### src/mks_pkg.sv
// Shared constants for the matrix keypad scanner: geometry, field widths,
// scan phase codes and configuration register indexes. No dependencies.
package mks_pkg;

    localparam int ROWS = 4;
    localparam int COLS = 4;

    localparam int RowW = (ROWS > 1) ? $clog2(ROWS) : 1;
    localparam int ColW = (COLS > 1) ? $clog2(COLS) : 1;

    localparam int DriveW   = 4;
    localparam int LevelW   = 4;
    localparam int KeyW     = 5;
    localparam int SettleW  = 10;
    localparam int DebW     = 20;
    localparam int TimerW   = 20;
    localparam int PhaseW   = 3;
    localparam int CfgAddrW = 1;
    localparam int CfgDataW = 20;

    localparam logic [SettleW-1:0] SETTLE_RESET   = SettleW'(10);
    localparam logic [DebW-1:0]    DEBOUNCE_RESET = DebW'(20000);

    localparam logic [PhaseW-1:0] PH_SETTLE  = 3'd0;
    localparam logic [PhaseW-1:0] PH_SCAN    = 3'd1;
    localparam logic [PhaseW-1:0] PH_PRESS   = 3'd2;
    localparam logic [PhaseW-1:0] PH_HOLD    = 3'd3;
    localparam logic [PhaseW-1:0] PH_RELEASE = 3'd4;

    localparam logic [CfgAddrW-1:0] REG_SETTLE   = 1'd0;
    localparam logic [CfgAddrW-1:0] REG_DEBOUNCE = 1'd1;

endpackage

### src/matrix_keypad_scanner_core.sv
// Top level of the debounced matrix keypad scanner: scan state machine,
// configuration registers and the result register. Depends on mks_pkg.
//
// Each accepted input transfer is one timer tick carrying the sampled column
// levels, and each one yields exactly one result: the row drive in force on
// that tick, a pass-complete flag and the key found in the completed pass.
// The block takes one tick per clock cycle unless m_ready stalls it; the scan state
// machine and its wait timer advance in the same cycle the tick is taken, and the
// result sits in an output register, so a new tick is accepted whenever that register
// is empty or being drained. The user must write settle and debounce lengths through
// the configuration port only while the block is idle; the block does not enforce it.
module matrix_keypad_scanner_core (
    input  logic                          aclk,
    input  logic                          aresetn,
    input  logic                          cfg_wr_en,
    input  logic [mks_pkg::CfgAddrW-1:0]  cfg_addr,
    input  logic [mks_pkg::CfgDataW-1:0]  cfg_wdata,
    input  logic                          s_valid,
    output logic                          s_ready,
    input  logic [mks_pkg::LevelW-1:0]    s_col_levels,
    output logic                          m_valid,
    input  logic                          m_ready,
    output logic [mks_pkg::DriveW-1:0]    m_row_drive,
    output logic                          m_scan_done,
    output logic [mks_pkg::KeyW-1:0]      m_key_code
);

    logic [mks_pkg::SettleW-1:0] settle_reg;
    logic [mks_pkg::DebW-1:0]    debounce_reg;

    logic [mks_pkg::PhaseW-1:0]  phase_reg, phase_next;
    logic [mks_pkg::RowW-1:0]    row_reg, row_next;
    logic [mks_pkg::ColW-1:0]    col_reg, col_next;
    logic [mks_pkg::TimerW-1:0]  timer_reg, timer_next;
    logic [mks_pkg::KeyW-1:0]    latched_reg, latched_next;

    logic                        valid_reg;
    logic [mks_pkg::DriveW-1:0]  drive_reg;
    logic                        done_reg;
    logic [mks_pkg::KeyW-1:0]    code_reg;

    logic                        accept;
    logic                        advance;
    logic                        col_low;
    logic [7:0]                  col_ext;
    logic [mks_pkg::DriveW-1:0]  drive;
    logic                        done;
    logic [mks_pkg::KeyW-1:0]    code;
    logic [mks_pkg::KeyW-1:0]    key_calc;
    logic [mks_pkg::TimerW-1:0]  timer_inc;

    assign s_ready = !valid_reg || m_ready;
    assign accept  = s_valid && s_ready;

    // Columns beyond the input read as high; rows beyond the output drive nothing.
    assign col_ext = {4'hF, s_col_levels};
    assign col_low = !col_ext[3'(col_reg)];
    assign drive   = mks_pkg::DriveW'(~(8'd1 << row_reg));

    assign timer_inc = timer_reg + 1'b1;
    assign key_calc  = mks_pkg::KeyW'(mks_pkg::ROWS * mks_pkg::COLS
                                      - int'(row_reg) * mks_pkg::COLS - int'(col_reg));

    always_comb begin
        phase_next   = phase_reg;
        row_next     = row_reg;
        col_next     = col_reg;
        timer_next   = timer_reg;
        latched_next = latched_reg;
        advance      = 1'b0;
        done         = 1'b0;
        code         = '0;

        unique case (phase_reg)
            mks_pkg::PH_SETTLE: begin
                if (timer_reg >= mks_pkg::TimerW'(settle_reg)) begin
                    timer_next = '0;
                    col_next   = '0;
                    phase_next = mks_pkg::PH_SCAN;
                end else begin
                    timer_next = timer_inc;
                end
            end
            mks_pkg::PH_SCAN: begin
                if (col_low) begin
                    timer_next = '0;
                    phase_next = mks_pkg::PH_PRESS;
                end else begin
                    advance = 1'b1;
                end
            end
            mks_pkg::PH_PRESS: begin
                if (timer_reg >= debounce_reg) begin
                    timer_next = '0;
                    if (col_low) begin
                        latched_next = key_calc;
                        phase_next   = mks_pkg::PH_HOLD;
                    end else begin
                        advance = 1'b1;
                    end
                end else begin
                    timer_next = timer_inc;
                end
            end
            mks_pkg::PH_HOLD: begin
                if (!col_low) begin
                    timer_next = '0;
                    phase_next = mks_pkg::PH_RELEASE;
                end
            end
            mks_pkg::PH_RELEASE: begin
                if (timer_reg >= debounce_reg) begin
                    timer_next = '0;
                    advance    = 1'b1;
                end else begin
                    timer_next = timer_inc;
                end
            end
            default: begin
                timer_next = '0;
                phase_next = mks_pkg::PH_SETTLE;
            end
        endcase

        // Step to the next column, the next row, or close out the pass.
        if (advance) begin
            if (int'(col_reg) + 1 < mks_pkg::COLS) begin
                col_next   = col_reg + 1'b1;
                phase_next = mks_pkg::PH_SCAN;
            end else begin
                col_next   = '0;
                timer_next = '0;
                phase_next = mks_pkg::PH_SETTLE;
                if (int'(row_reg) + 1 < mks_pkg::ROWS) begin
                    row_next = row_reg + 1'b1;
                end else begin
                    done         = 1'b1;
                    code         = latched_reg;
                    latched_next = '0;
                    row_next     = '0;
                end
            end
        end
    end

    always_ff @(posedge aclk) begin
        if (!aresetn) begin
            settle_reg   <= mks_pkg::SETTLE_RESET;
            debounce_reg <= mks_pkg::DEBOUNCE_RESET;
        end else if (cfg_wr_en) begin
            case (cfg_addr)
                mks_pkg::REG_SETTLE:   settle_reg   <= cfg_wdata[mks_pkg::SettleW-1:0];
                mks_pkg::REG_DEBOUNCE: debounce_reg <= cfg_wdata[mks_pkg::DebW-1:0];
                default: ;
            endcase
        end
    end

    always_ff @(posedge aclk) begin
        if (!aresetn) begin
            phase_reg   <= mks_pkg::PH_SETTLE;
            row_reg     <= '0;
            col_reg     <= '0;
            timer_reg   <= '0;
            latched_reg <= '0;
            valid_reg   <= 1'b0;
        end else begin
            if (accept) begin
                phase_reg   <= phase_next;
                row_reg     <= row_next;
                col_reg     <= col_next;
                timer_reg   <= timer_next;
                latched_reg <= latched_next;
                valid_reg   <= 1'b1;
            end else if (m_ready) begin
                valid_reg <= 1'b0;
            end
        end
    end

    always_ff @(posedge aclk) begin
        if (accept) begin
            drive_reg <= drive;
            done_reg  <= done;
            code_reg  <= code;
        end
    end

    assign m_valid     = valid_reg;
    assign m_row_drive = drive_reg;
    assign m_scan_done = done_reg;
    assign m_key_code  = code_reg;

    // A key code is only reported on the tick that closes a pass.
    a_code_only_on_done: assert property (@(posedge aclk) disable iff (!aresetn)
        m_valid && !m_scan_done |-> m_key_code == '0)
        else $error("key code reported outside a completed pass");

    // Exactly one row is driven low on every result tick.
    a_one_row_driven: assert property (@(posedge aclk) disable iff (!aresetn)
        m_valid |-> $countones(m_row_drive) == mks_pkg::DriveW - 1)
        else $error("row drive does not select exactly one row");

    // Scan state only moves when a tick is transferred.
    a_state_holds_idle: assert property (@(posedge aclk) disable iff (!aresetn)
        !accept |=> $stable(timer_reg) && $stable(phase_reg) && $stable(row_reg))
        else $error("scan state changed without an input transfer");

endmodule
### config.mk
export PLATFORM = sky130hd
export DESIGN_NAME = matrix_keypad_scanner_core
export DESIGN_NICKNAME = d
export VERILOG_FILES = /design/src/mks_pkg.sv /design/src/matrix_keypad_scanner_core.sv
export SDC_FILE = /design/constraint.sdc
export NUM_CORES = 1
export LEC_CHECK = 0
export ABC_CLOCK_PERIOD_IN_PS = 2400
export BUFFER_PORTS_ARGS = -buffer_cell sky130_fd_sc_hd__buf_4
export CAP_MARGIN = 20
export CORE_MARGIN = 2
export CORE_UTILIZATION = 53
export CTS_BUF_LIST = sky130_fd_sc_hd__clkbuf_16
export DETAILED_ROUTE_END_ITERATION = 7
export PLACE_DENSITY = 0.76
export SLEW_MARGIN = 10
export SYNTH_ARGS = -nofsm -noshare
export SYNTH_HDL_FRONTEND = slang
export SYNTH_SLANG_ARGS = --single-unit
### constraint.sdc
create_clock -name aclk -period 2.4 [get_ports aclk]
set_input_delay 0.24 -clock aclk [delete_from_list [all_inputs] [get_ports aclk]]
set_output_delay 0.24 -clock aclk [all_outputs]
set_load 0.02 [all_outputs]
==> out/results.txt <==
Register area share after synthesis: 0.384
Violated checks: setup timing
First-pass GRT wire length: 17.9 mm
CTS Sinks: 73
Peak supply drop: 0.424 mV
I/O pins: 42
Synth-to-layout area growth: 37.7%
Diode count: 0
Detailed Route WL: 11.7 mm
Vias in the first global route: 3847
Layout Utilization: 0.763
Final Cycle Share: 1.07
Drt drc: 0
Worst Hold Class: input pin to register
Initial core utilization: 0.554
Final max-slew violation count: 0
Number of H-tree levels: 3
Crit path max fanout: 7
MaxCap Viol Count: 0
Most common cell in the synthesized netlist: nand2_1
Clock latency on the worst-skew pair: 340 ps
Endpoints failing hold: 0
Root Driver: clkbuf_16
Fraction of layout cells with a size suffix above 1: 0.331
Final nets: 653
Initial drt markers: 353
Largest net degree at the start of global routing: 33
Setup violations, final: 32
Met1 Use GR: 0.341
Switching share of power: 0.274
Post-Place Cells: 664
FMAX: 390 MHz
FP Rows: 31
Post-synth top area cell: dfxtp_1
Post-Route Skew: 6.70 ps
Synth Flop Type: dfxtp_1
Area contributors post-synth: dfxtp_1 (31%), ha_1 (12%), nand2_1 (8.0%)
Clock Pin Slew Worst Setup and Hold Paths: 60 ps
Post-synthesis register bit count: 73
Final GP Congestion: 0.930
Share of power burned in registers: 0.405
Total iterations of the first detailed-routing run: 5
Slew margin rel.: 0.472
Dpl cell area: 0.00479 mm2
RSZ-0062 raised after global routing: yes
Pint: 2.37 mW
Minimum clock period after layout: 2570 ps
Buffers on Ports: 41
Synth warn: 0
Post-synthesis cell type count: 49
Startpoint Class: register
Combinational Power Share: 0.193
CORE AREA: 0.00733 mm2
DP HPWL: 7.32 mm
Switch Pwr: 0.896 mW
Final non-filler cell total: 689
Design area: 0.00560 mm2
Worst EP required: 2610 ps
CTS Hold Buffers Added: 0
Met2 Use GR: 0.426
TritonCTS clock tree: yes
Worst slew pin tran: 790 ps
Clock share of power: 0.402
Vert. Die Dim: 91.6 um
Met3 Use GR: 0.0589
Worst setup margin: -165 ps
Clk buf depth: 2
Commonest cells in the netlist: nand2_1 (87), dfxtp_1 (63), inv_1 (47), a21oi_1 (44), ha_1 (38)
Post-synthesis cell count: 497
Power Total: 3.27 mW
Antenna Nets Post-Route: 0
Avg Inst Size Synth: 8.17 um2
Via-per-instance ratio: 5.93
CTS buffer count: 9
Total grt overflow: 0
DR WL/cell: 17.0 um
Die ar.: 0.00838 mm2
Die Width: 91.6 um
Yosys top cell area share: 0.310
CP endpoint kind: register
Vias: 4085
Critical path type: register to register
Number of flops mapped to enable cells by yosys: 10
Busiest grt layer: met2
Antenna violations before repair: 0
Status: complete, but fails checks
GRT Util Overall: 0.265
Syn nets: 565
Asr flop ratio synth: 0
Cell Pwr Density: 584 mW/mm2
Arrival time worst endpoint: 2780 ps
Synth Cell Area: 0.00406 mm2
Pleak: 2.29 nW
layout make-up:
cell class	instances	area, um2
clock inverters	7	61.3
well taps	99	124
flip-flops and latches	73	1580
fillers	494	1740
multi-input cells	357	2600
clock buffers	9	225
inverters	47	179
repair buffers	97	825
final timing paths:
kind	start	end	slack, ps	cells past startpoint
worst max-delay path	debounce_reg[19]	timer_reg[1]	-170	13
worst min-delay path	cfg_wdata[14]	debounce_reg[14]	130	3
worst max register to register	debounce_reg[19]	timer_reg[1]	-170	13
worst min register to register	debounce_reg[17]	debounce_reg[17]	450	2
cell usage in the layout, fill, tap and decap left out, drive strengths merged, types with 2 or more instances in the layout:
cell type  netlist  final
inv             47     47
nor3             9      9
and3             6      6
ha              38     38
nor2            24     24
o21a             3      3
and2             9      9
a21o             2      2
xor2             4      4
o2111ai          3      3
edfxtp          10     10
dfxtp           63     63
a31oi           16     16
a21oi           44     44
clkinv           0      6
o211ai          14     14
or3              2      2
buf              6     95
o22ai            2      2
nand2           88     88
nand3b           6      6
nand3           25     25
a22o             5      5
o21ai           15     15
a211o            2      2
nand4            9      9
mux2i            2      2
nor2b            6      6
a311oi           2      2
a211oi           4      4
clkbuf          14     11
nand2b           4      4
per-stage QoR:
step / TNS [ps] / worst slack, ps / hold WS (ps)
6_report: -2170 / -165 / 131
5_1_grt: -4540 / -228 / 138
4_1_cts: -1.85 / -1.85 / 135
3_5_place_dp: -4370 / -208 / 447
3_3_place_gp: -1110 / -88.6 / 444
2_1_floorplan: 0 / 12.6 / 369
worst max-delay path, cell delays in order (launching register included):
cell and delay (ps):
dfxtp_2 330, inv_1 70, ha_4 270, nand2_2 70
nor3_2 200, buf_4 160, nand4_1 100, buf_4 180
o2111ai_1 270, a311oi_2 180, buf_6 190, clkbuf_16 160
a22oi_1 210, nor2_1 60
per-layer routing:
metal / vias to the layer above / routed length, um
met5: - / 0
met4: 0 / 307
met3: 35 / 804
met2: 199 / 5640
met1: 1919 / 4980
li1: 1932 / -
cells by family after synthesis:
family | share of synthesized area
AOI/OAI and AO/OA | 0.188
buffers and inverters | 0.0659
muxes | 0.0105
and+or+nand+nor | 0.224
DFF | 0.384
adders and majority gates | 0.117
xor gates and xnor gates | 0.0108
power groups by stage:
stage | clock [mW] | combinational, mW | sequential, mW
6_report | 1.31 | 0.632 | 1.32
5_1_grt | 1.36 | 0.679 | 1.33
4_1_cts | 1.32 | 0.513 | 1.32
3_3_place_gp | 0 | 0.452 | 1.34
2_1_floorplan | 0 | 0.279 | 1.34
3_5_place_dp | 0 | 0.469 | 1.34
timing repair:
item	in CTS	in global routing
hold endpoints to repair	0	0
gates cloned	0	2
setup buffers	5	3
setup endpoints to repair	37	37
pin swaps	20	30
gates resized for setup	38	59
Note: power is estimated with default switching activity, not from simulation.
